**src/rtl/pbbl_pkg.sv**
```systemverilog
// ----------------------------------------------------------------------------
// pbbl_pkg
// Shared types and codes for the persist buffer with barrier-aware lookup.
// ----------------------------------------------------------------------------
package pbbl_pkg;

  // Default number of entry slots
  localparam int PBBL_DEPTH = 16;

  // Field widths
  localparam int DATA_W      = 64;
  localparam int COUNT_W     = 32;
  localparam int MAX_ENT_W   = 5;
  localparam int SHIFT_W     = 6;
  localparam int CFG_IDX_W   = 2;
  localparam int CFG_DATA_W  = 6;
  localparam int ACTION_W    = 2;
  localparam int STATUS_W    = 3;

  // Register reset values
  localparam logic [MAX_ENT_W-1:0] MAX_ENT_RST   = 5'd16;
  localparam logic [SHIFT_W-1:0]   TAG_SHIFT_RST = 6'd6;

  // Configuration register indexes
  localparam logic [CFG_IDX_W-1:0] CFG_MAX_ENTRIES = 2'd0;
  localparam logic [CFG_IDX_W-1:0] CFG_TAG_SHIFT   = 2'd1;

  // Actions
  localparam logic [ACTION_W-1:0] ACT_INSERT = 2'd0;
  localparam logic [ACTION_W-1:0] ACT_REMOVE = 2'd1;
  localparam logic [ACTION_W-1:0] ACT_ACCESS = 2'd2;

  // Result status codes
  localparam logic [STATUS_W-1:0] STAT_INSERTED = 3'd0;
  localparam logic [STATUS_W-1:0] STAT_FULL     = 3'd1;
  localparam logic [STATUS_W-1:0] STAT_REMOVED  = 3'd2;
  localparam logic [STATUS_W-1:0] STAT_EMPTY    = 3'd3;
  localparam logic [STATUS_W-1:0] STAT_HIT      = 3'd4;
  localparam logic [STATUS_W-1:0] STAT_MISS     = 3'd5;

  // One buffer entry, tag in the lowest bits
  typedef struct packed {
    logic              barrier;
    logic [DATA_W-1:0] write_id;
    logic [DATA_W-1:0] addr;
    logic [DATA_W-1:0] tag;
  } entry_t;

  localparam int ENTRY_W = $bits(entry_t);

  // Control for the cell row
  typedef struct packed {
    logic insert;   // load the new entry into the selected cell
    logic shift;    // every cell takes its upper neighbor (ring)
  } chain_ctrl_t;

endpackage

```
**src/rtl/pbbl_cell.sv**
```systemverilog
// ----------------------------------------------------------------------------
// pbbl_cell
// One entry slot: loads a new entry or takes its neighbor's entry.
// ----------------------------------------------------------------------------
module pbbl_cell
  import pbbl_pkg::*;
(
  input  logic   clk,
  input  logic   load,
  input  logic   shift,
  input  entry_t load_data,
  input  entry_t neighbor,
  output entry_t q
);

  // Slot storage, undefined until written
  always_ff @(posedge clk) begin
    if (load) begin
      q <= load_data;
    end else if (shift) begin
      q <= neighbor;
    end
  end

endmodule

```
**src/rtl/pbbl_chain.sv**
```systemverilog
// ----------------------------------------------------------------------------
// pbbl_chain
// Ring of entry cells; cell 0 holds the oldest entry.
// ----------------------------------------------------------------------------
module pbbl_chain
  import pbbl_pkg::*;
#(
  parameter int DEPTH = PBBL_DEPTH,
  parameter int IDXW  = $clog2(DEPTH)
) (
  input  logic             clk,
  input  chain_ctrl_t      ctrl,
  input  logic [IDXW-1:0]  ins_idx,
  input  entry_t           ins_data,
  output entry_t           head
);

  entry_t cell_q [DEPTH];

  // Each cell takes its upper neighbor; the top one wraps to cell 0
  for (genvar i = 0; i < DEPTH; i++) begin : g_cell
    pbbl_cell u_cell (
      .clk       (clk),
      .load      (ctrl.insert && (ins_idx == IDXW'(i))),
      .shift     (ctrl.shift),
      .load_data (ins_data),
      .neighbor  (cell_q[(i + 1) % DEPTH]),
      .q         (cell_q[i])
    );
  end

  assign head = cell_q[0];

endmodule

```
**src/rtl/persist_buffer_barrier_lookup.sv**
```systemverilog
// ----------------------------------------------------------------------------
// persist_buffer_barrier_lookup
// Bounded write-back FIFO with a barrier-aware tag lookup.
// ----------------------------------------------------------------------------
// Entries live in a ring of DEPTH cells with the oldest in cell 0 while idle.
// Insert, remove and unknown actions give their result in the cycle after the
// accept. For an access, after the accept cycle the ring rotates once around,
// one cell per cycle, past a single tag comparator at cell 0, which leaves the
// entries in their original order. One item is worked on at a time; a waiting
// result holds off the next item until m_axis_tready takes it, though the
// result can leave and the next item enter in the same cycle.
// ----------------------------------------------------------------------------
module persist_buffer_barrier_lookup
  import pbbl_pkg::*;
#(
  parameter int DEPTH = PBBL_DEPTH,
  localparam int IDXW  = $clog2(DEPTH),
  localparam int FILLW = $clog2(DEPTH + 1),
  localparam int IN_W  = ((DATA_W + ENTRY_W) + 7) / 8 * 8,
  localparam int OUT_W = ((ENTRY_W + FILLW + 3 * COUNT_W) + 7) / 8 * 8
) (
  input  logic                  clk,
  input  logic                  rst,
  // configuration
  input  logic                  cfg_we,
  input  logic [CFG_IDX_W-1:0]  cfg_index,
  input  logic [CFG_DATA_W-1:0] cfg_data,
  // input items
  input  logic                  s_axis_tvalid,
  output logic                  s_axis_tready,
  // lookup_addr, line_tag, line_addr, line_write_id, line_barrier
  input  logic [IN_W-1:0]       s_axis_tdata,
  // action
  input  logic [ACTION_W-1:0]   s_axis_tuser,
  // result items
  output logic                  m_axis_tvalid,
  input  logic                  m_axis_tready,
  // entry_tag, entry_addr, entry_write_id, entry_barrier, occupancy,
  // insert_count, evict_count, barrier_count
  output logic [OUT_W-1:0]      m_axis_tdata,
  // status
  output logic [STATUS_W-1:0]   m_axis_tuser
);

  localparam int CMPW = (FILLW > MAX_ENT_W) ? FILLW : MAX_ENT_W;

  typedef enum logic {
    S_IDLE,
    S_SCAN
  } state_t;

  state_t state;

  // Control and configuration registers
  logic [MAX_ENT_W-1:0] max_entries;
  logic [SHIFT_W-1:0]   tag_shift;
  logic [FILLW-1:0]     fill;
  logic [COUNT_W-1:0]   inserts_total;
  logic [COUNT_W-1:0]   evicts_total;
  logic [COUNT_W-1:0]   barriers_total;
  logic [IDXW-1:0]      scan_cnt;
  logic                 matched;
  logic                 blocked;

  // Payload registers
  logic [DATA_W-1:0]    ctag;
  entry_t               found;
  logic [STATUS_W-1:0]  res_status;
  entry_t               res_entry;
  logic [FILLW-1:0]     res_occ;
  logic [COUNT_W-1:0]   res_ins;
  logic [COUNT_W-1:0]   res_ev;
  logic [COUNT_W-1:0]   res_bar;

  // Input fields
  logic [ACTION_W-1:0]  action;
  logic [DATA_W-1:0]    lookup_addr;
  entry_t               line;

  assign action      = s_axis_tuser;
  assign lookup_addr = s_axis_tdata[DATA_W-1:0];
  assign line        = entry_t'(s_axis_tdata[DATA_W +: ENTRY_W]);

  // Handshake
  logic accept;
  assign s_axis_tready = (state == S_IDLE) && (!m_axis_tvalid || m_axis_tready);
  assign accept        = s_axis_tvalid && s_axis_tready;

  // Insert / remove decisions
  logic full, is_ins, is_rem;
  assign full   = (CMPW'(fill) >= CMPW'(max_entries)) || (CMPW'(fill) >= CMPW'(DEPTH));
  assign is_ins = accept && (action == ACT_INSERT) && !full;
  assign is_rem = accept && (action == ACT_REMOVE) && (fill != '0);

  // Cell row
  chain_ctrl_t ctrl;
  entry_t      head;

  assign ctrl.insert = is_ins;
  assign ctrl.shift  = is_rem || (state == S_SCAN);

  pbbl_chain #(
    .DEPTH (DEPTH),
    .IDXW  (IDXW)
  ) u_chain (
    .clk      (clk),
    .ctrl     (ctrl),
    .ins_idx  (fill[IDXW-1:0]),
    .ins_data (line),
    .head     (head)
  );

  // Scan step at cell 0
  logic   scan_valid, scan_hit, matched_next, blocked_next, scan_last;
  entry_t found_next;

  assign scan_valid   = FILLW'(scan_cnt) < fill;
  assign scan_hit     = scan_valid && (head.tag == ctag);
  assign matched_next = matched || scan_hit;
  assign blocked_next = blocked || (scan_valid && matched_next && head.barrier);
  assign found_next   = scan_hit ? head : found;
  assign scan_last    = (scan_cnt == IDXW'(DEPTH - 1));

  // Counter updates
  logic [COUNT_W-1:0] inserts_next, evicts_next, barriers_next;
  logic [FILLW-1:0]   fill_next;

  assign inserts_next  = inserts_total + COUNT_W'(1);
  assign evicts_next   = evicts_total + COUNT_W'(1);
  assign barriers_next = line.barrier ? barriers_total + COUNT_W'(1) : barriers_total;
  assign fill_next     = is_ins ? fill + FILLW'(1) :
                         is_rem ? fill - FILLW'(1) : fill;

  // State, counters and result register
  always_ff @(posedge clk) begin
    if (rst) begin
      state          <= S_IDLE;
      m_axis_tvalid  <= 1'b0;
      max_entries    <= MAX_ENT_RST;
      tag_shift      <= TAG_SHIFT_RST;
      fill           <= '0;
      inserts_total  <= '0;
      evicts_total   <= '0;
      barriers_total <= '0;
      scan_cnt       <= '0;
      matched        <= 1'b0;
      blocked        <= 1'b0;
    end else begin
      if (cfg_we) begin
        case (cfg_index)
          CFG_MAX_ENTRIES: max_entries <= cfg_data[MAX_ENT_W-1:0];
          CFG_TAG_SHIFT:   tag_shift   <= cfg_data[SHIFT_W-1:0];
          default: ;
        endcase
      end

      if (m_axis_tvalid && m_axis_tready) begin
        m_axis_tvalid <= 1'b0;
      end

      case (state)
        S_IDLE: begin
          if (accept) begin
            fill      <= fill_next;
            res_occ   <= fill_next;
            res_entry <= '0;
            res_ins   <= inserts_total;
            res_ev    <= evicts_total;
            res_bar   <= barriers_total;
            case (action)
              ACT_INSERT: begin
                if (is_ins) begin
                  inserts_total  <= inserts_next;
                  barriers_total <= barriers_next;
                  res_ins        <= inserts_next;
                  res_bar        <= barriers_next;
                  res_status     <= STAT_INSERTED;
                end else begin
                  res_status <= STAT_FULL;
                end
                m_axis_tvalid <= 1'b1;
              end
              ACT_REMOVE: begin
                if (is_rem) begin
                  evicts_total <= evicts_next;
                  res_ev       <= evicts_next;
                  res_entry    <= head;
                  res_status   <= STAT_REMOVED;
                end else begin
                  res_status <= STAT_EMPTY;
                end
                m_axis_tvalid <= 1'b1;
              end
              ACT_ACCESS: begin
                ctag     <= lookup_addr >> tag_shift;
                scan_cnt <= '0;
                matched  <= 1'b0;
                blocked  <= 1'b0;
                state    <= S_SCAN;
              end
              default: begin
                res_status    <= STAT_MISS;
                m_axis_tvalid <= 1'b1;
              end
            endcase
          end
        end
        S_SCAN: begin
          scan_cnt <= scan_cnt + IDXW'(1);
          matched  <= matched_next;
          blocked  <= blocked_next;
          found    <= found_next;
          if (scan_last) begin
            // the output register was freed when this access was accepted
            state         <= S_IDLE;
            m_axis_tvalid <= 1'b1;
            if (matched_next && !blocked_next) begin
              res_status <= STAT_HIT;
              res_entry  <= found_next;
            end else begin
              res_status <= STAT_MISS;
              res_entry  <= '0;
            end
          end
        end
        default: state <= S_IDLE;
      endcase
    end
  end

  // Result packing
  assign m_axis_tuser = res_status;
  assign m_axis_tdata = OUT_W'({res_bar, res_ev, res_ins, res_occ, res_entry});

endmodule

```
**config.mk**
```make
export PLATFORM = sky130hd
export DESIGN_NAME = persist_buffer_barrier_lookup
export DESIGN_NICKNAME = d
export VERILOG_FILES = /design/src/rtl/pbbl_pkg.sv /design/src/rtl/pbbl_cell.sv /design/src/rtl/pbbl_chain.sv /design/src/rtl/persist_buffer_barrier_lookup.sv
export SDC_FILE = /design/constraint.sdc
export NUM_CORES = 2
export LEC_CHECK = 0
export BUFFER_PORTS_ARGS = -buffer_cell sky130_fd_sc_hd__buf_2
export CORE_ASPECT_RATIO = 0.6
export CORE_MARGIN = 4
export CORE_UTILIZATION = 50
export DETAILED_ROUTE_END_ITERATION = 6
export MAX_ROUTING_LAYER = met4
export PLACE_DENSITY_LB_ADDON = 0.2
export RECOVER_POWER = 100
export SLEW_MARGIN = 0
export SYNTH_ARGS = -nofsm -noshare
export SYNTH_HDL_FRONTEND = slang
export SYNTH_SLANG_ARGS = --single-unit
```
**constraint.sdc**
```tcl
create_clock -name clk -period 12.6 [get_ports clk]
set_input_delay 1.26 -clock clk [delete_from_list [all_inputs] [get_ports clk]]
set_output_delay 1.26 -clock clk [all_outputs]
set_load 0.02 [all_outputs]
```
==> metrics.md <==
| Metric | Value |
|---|---|
| Outcome | `complete, but fails checks` |
| Failing checks | `capacitance limit, slew limit` |
| Seq/Total Area, Yosys | `68.2%` |
| Vias in the first global route | `86400` |
| TNS Setup | `0 ps` |
| Final Power | `27.4 mW` |
| Num CTS Buffers | `355` |
| Postcts setup bufs | `0` |
| Dominant synthesized flop cell | `edfxtp_1` |
| Switching share of total power | `23.0%` |
| Final GP Congestion | `0.863` |
| Die H | `451 um` |
| Area of the multi-input gates | `46200 um^2` |
| Resize count post-CTS | `0` |
| Initial drt markers | `8780` |
| Mapped Area | `164000 um^2` |
| CTS tree | `built` |
| Via count | `86300` |
| Layout cells sized above 1 | `23.5%` |
| Reg2reg setup slack | `3360 ps` |
| Wire length per cell | `30.5 um` |
| Final nets | `10100` |
| Hold buffer count at cts | `0` |
| Die ar. | `337000 um^2` |
| Combinational power share | `6.4%` |
| Setup Viol. Count Final | `0` |
| Pleak | `61.8 nW` |
| Worst reg2reg path depth | `10` |
| Avg Inst Size Synth | `17.5 um^2` |
| Rel. slew slack | `-208%` |
| Critical Path RT | `13270 ps` |
| Seq pwr share | `54.2%` |
| Synth async-reset ratio | `0%` |
| Clock buffer depth | `4` |
| Fill cells | `25800` |
| Max frequency | `0.108 GHz` |
| RSZ-0062 raised after global routing | `no` |
| Clk Latency, worst-skew pair | `950 ps` |
| Max IR drop VDD | `0.112 mV` |
| Power per cell area | `153 nW/um^2` |
| Residual DRC | `0` |
| Initial Utilization | `50.3%` |
| Global route total overflow | `0` |
| Final hold viol count | `0` |
| Row Count | `162` |
| Chip Width | `747 um` |
| Number of synthesized flops with an enable pin | `3642` |
| CTS root buf | `clkbuf_16` |
| Min Tclk post-route | `9240 ps` |
| Int Power | `21.1 mW` |
| CP Max Fanout | `40` |
| Period utilization | `73.3%` |
| Routed Antenna Nets | `0` |
| Core area | `326000 um^2` |
| #FFs+latches synth | `3762` |
| Clk pwr share | `39.4%` |
| DP Wirelength | `247 mm` |
| GRT Util Overall | `26.4%` |
| PortBufs | `570` |
| Top Ports | `580` |
| Total net switching power | `6.30 mW` |
| Synthesis-to-layout area growth | `9.44%` |
| Startpoint types | `flip-flop` |
| Clk slew on worst S/H paths | `70 ps` |
| First-pass GRT wire length | `634 mm` |
| Final Max Slew Viols | `2811` |
| Register area | `112000 um^2` |
| MaxCap Viol Count | `75` |
| Drt first pass iters | `6` |
| Antenna violations before repair | `108` |
| Post-DR vias/cell | `5.98` |
| Synth unique cells | `61` |
| Data arrival time of the worst path | `9910 ps` |
| HP Class | `flip-flop to flip-flop` |
| Worst-margin pin slew | `4630 ps` |
| Hold Path Stages | `1` |
| H-Tree Depth | `5` |
| CP Capture Type | `flip-flop` |
| WS Path Type | `flip-flop to flip-flop` |
| Synth warn | `0` |
| Final WL | `441 mm` |
| Synth Instances | `9362` |
| Worst Clk Skew | `74.6 ps` |
| Sink Count | `3762` |
| Pin count of the biggest net entering global routing | `119` |
-- stage by stage --
step | std cells | hold WS (ps) | util, % | setup slack, ps | cell area, um^2
after floorplan | 9363 | 432 | - | 521 | 164000
after global placement | 13800 | 437 | 52.2 | 5670 | 170000
after detailed placement | 13800 | 452 | 52.2 | 5660 | 170000
after CTS | 14400 | 468 | 55.7 | 6360 | 181000
after global routing | 14400 | 487 | 55.1 | 3080 | 179000
final | 14400 | 473 | 55.1 | 3360 | 179000
-- Yosys cell counts, types with 3 or more instances --
master,count,area share [%]
a211o_1,3,0.016
a211oi_1,10,0.046
a21oi_1,31,0.095
a31oi_1,9,0.034
and2_1,6,0.023
and3_1,14,0.053
and4_1,4,0.021
buf_1,21,0.048
buf_2,193,0.59
buf_4,71,0.33
buf_6,118,0.81
clkbuf_1,267,0.61
dfxtp_1,120,1.5
edfxtp_1,3642,67
ha_1,17,0.13
inv_1,221,0.51
mux2_1,1378,9.5
mux2_2,1434,9.9
mux2_4,312,2.9
mux2i_1,242,1.5
mux4_2,62,0.85
nand2_1,301,0.69
nand2b_1,5,0.019
nand3_1,42,0.13
nand3_2,4,0.024
nand3_4,8,0.086
nand4_1,28,0.11
nor2_1,180,0.41
nor2b_1,107,0.41
nor3_1,25,0.076
nor4_1,25,0.095
nor4_2,3,0.023
o2111ai_1,6,0.032
o211ai_1,3,0.014
o21a_1,4,0.018
o21ai_0,230,0.70
o22a_1,4,0.021
o22ai_1,17,0.065
or2_2,4,0.015
or3_1,6,0.023
xnor2_1,55,0.29
xor2_1,104,0.56
-- cell usage in the layout (no fill, tap or decap), types with 6 or more instances in the layout --
cell type      n
clkinv_2      66
mux4_2        62
clkinvlp_4     9
edfxtp_1    3642
nor2_1       177
clkinv_1      80
a211oi_1      10
mux2i_1      242
and3_1        15
o2111ai_1      6
nand2_4        6
nand2_1      295
inv_6         10
o21ai_0      230
clkbuf_1     421
mux2_2      1397
or3_1          6
dfxtp_1      115
mux2_4         9
xnor2_1       55
nand4_1       28
mux2_1      1718
buf_12        17
inv_1        222
diode_2       43
nand3_4        8
buf_4         81
nor3_1        26
a21oi_1       31
nand3_1       46
buf_2        269
o22ai_1       17
xor2_1       104
bufinv_16     33
nor2b_1      107
nor4_1        28
ha_1          17
a31oi_1        9
clkbuf_16    362
-- final timing paths --
| path | startpoint | endpoint |
|---|---|---|
| worst max-delay path | state | u_chain.g_cell[7].u_cell.q[169] |
| worst min-delay path | tag_shift[2] | tag_shift[2] |
| worst max register to register | state | u_chain.g_cell[7].u_cell.q[169] |
| worst min register to register | tag_shift[2] | tag_shift[2] |
-- layer usage --
metal	routed length (um)	global-route usage (%)
met1	199000	37.9
met2	203000	40.4
met3	28600	3.55
met4	10900	5.97
met5	0	-
-- cells by family after synthesis --
logic type | share of synthesized area [%]
adder cells (fa/ha/maj) | 0.130
AO/OA/AOI/OAI | 1.10
flip-flops | 68.2
buffers and inverters | 2.91
XOR/XNOR | 0.850
multiplexers | 24.5
AND/OR/NAND/NOR | 2.26
other | 0.00229
-- flip-flops by register name, summed over array words and instances (netlist names), 6 cells and up --
name,cells
u_chain.g_cell.u_cell.q,3088
found,193
m_axis_tdata,193
ctag,64
barriers_total,32
evicts_total,32
inserts_total,32
res_bar,32
res_ev,32
res_ins,32
tag_shift,6
-- critical path: stages (launching register included) --
cell and delay (ps):
dfxtp_1 720, inv_1 310, and3_1 310, and4_1 380, o21a_2 210, clkbuf_1 910, nand3_4 990, clkbuf_1 2860
buf_4 1000, buf_4 630, mux2_1 390
-- power groups by stage --
stage	logic, mW	registers (mW)	clock network (mW)
after detailed placement	1.82	15.1	0
after global placement	1.78	15.1	0
final	1.75	14.9	10.8
after CTS	1.83	14.8	10.9
after floorplan	1.02	15.2	0
after global routing	1.88	14.9	11.5
-- cell type report --
| cell class | count | area share [%] |
|---|---|---|
| Inverter | 222 | 0.465 |
| Sequential cell | 3762 | 62.3 |
| Tap cell | 4346 | 3.03 |
| Timing Repair Buffer | 728 | 2.04 |
| Clock buffer | 426 | 5.19 |
| Antenna cell | 43 | 0.0600 |
| Clock inverter | 210 | 1.10 |
| Multi-Input combinational cell | 4706 | 25.8 |
Power figures use the tool's default switching activity.
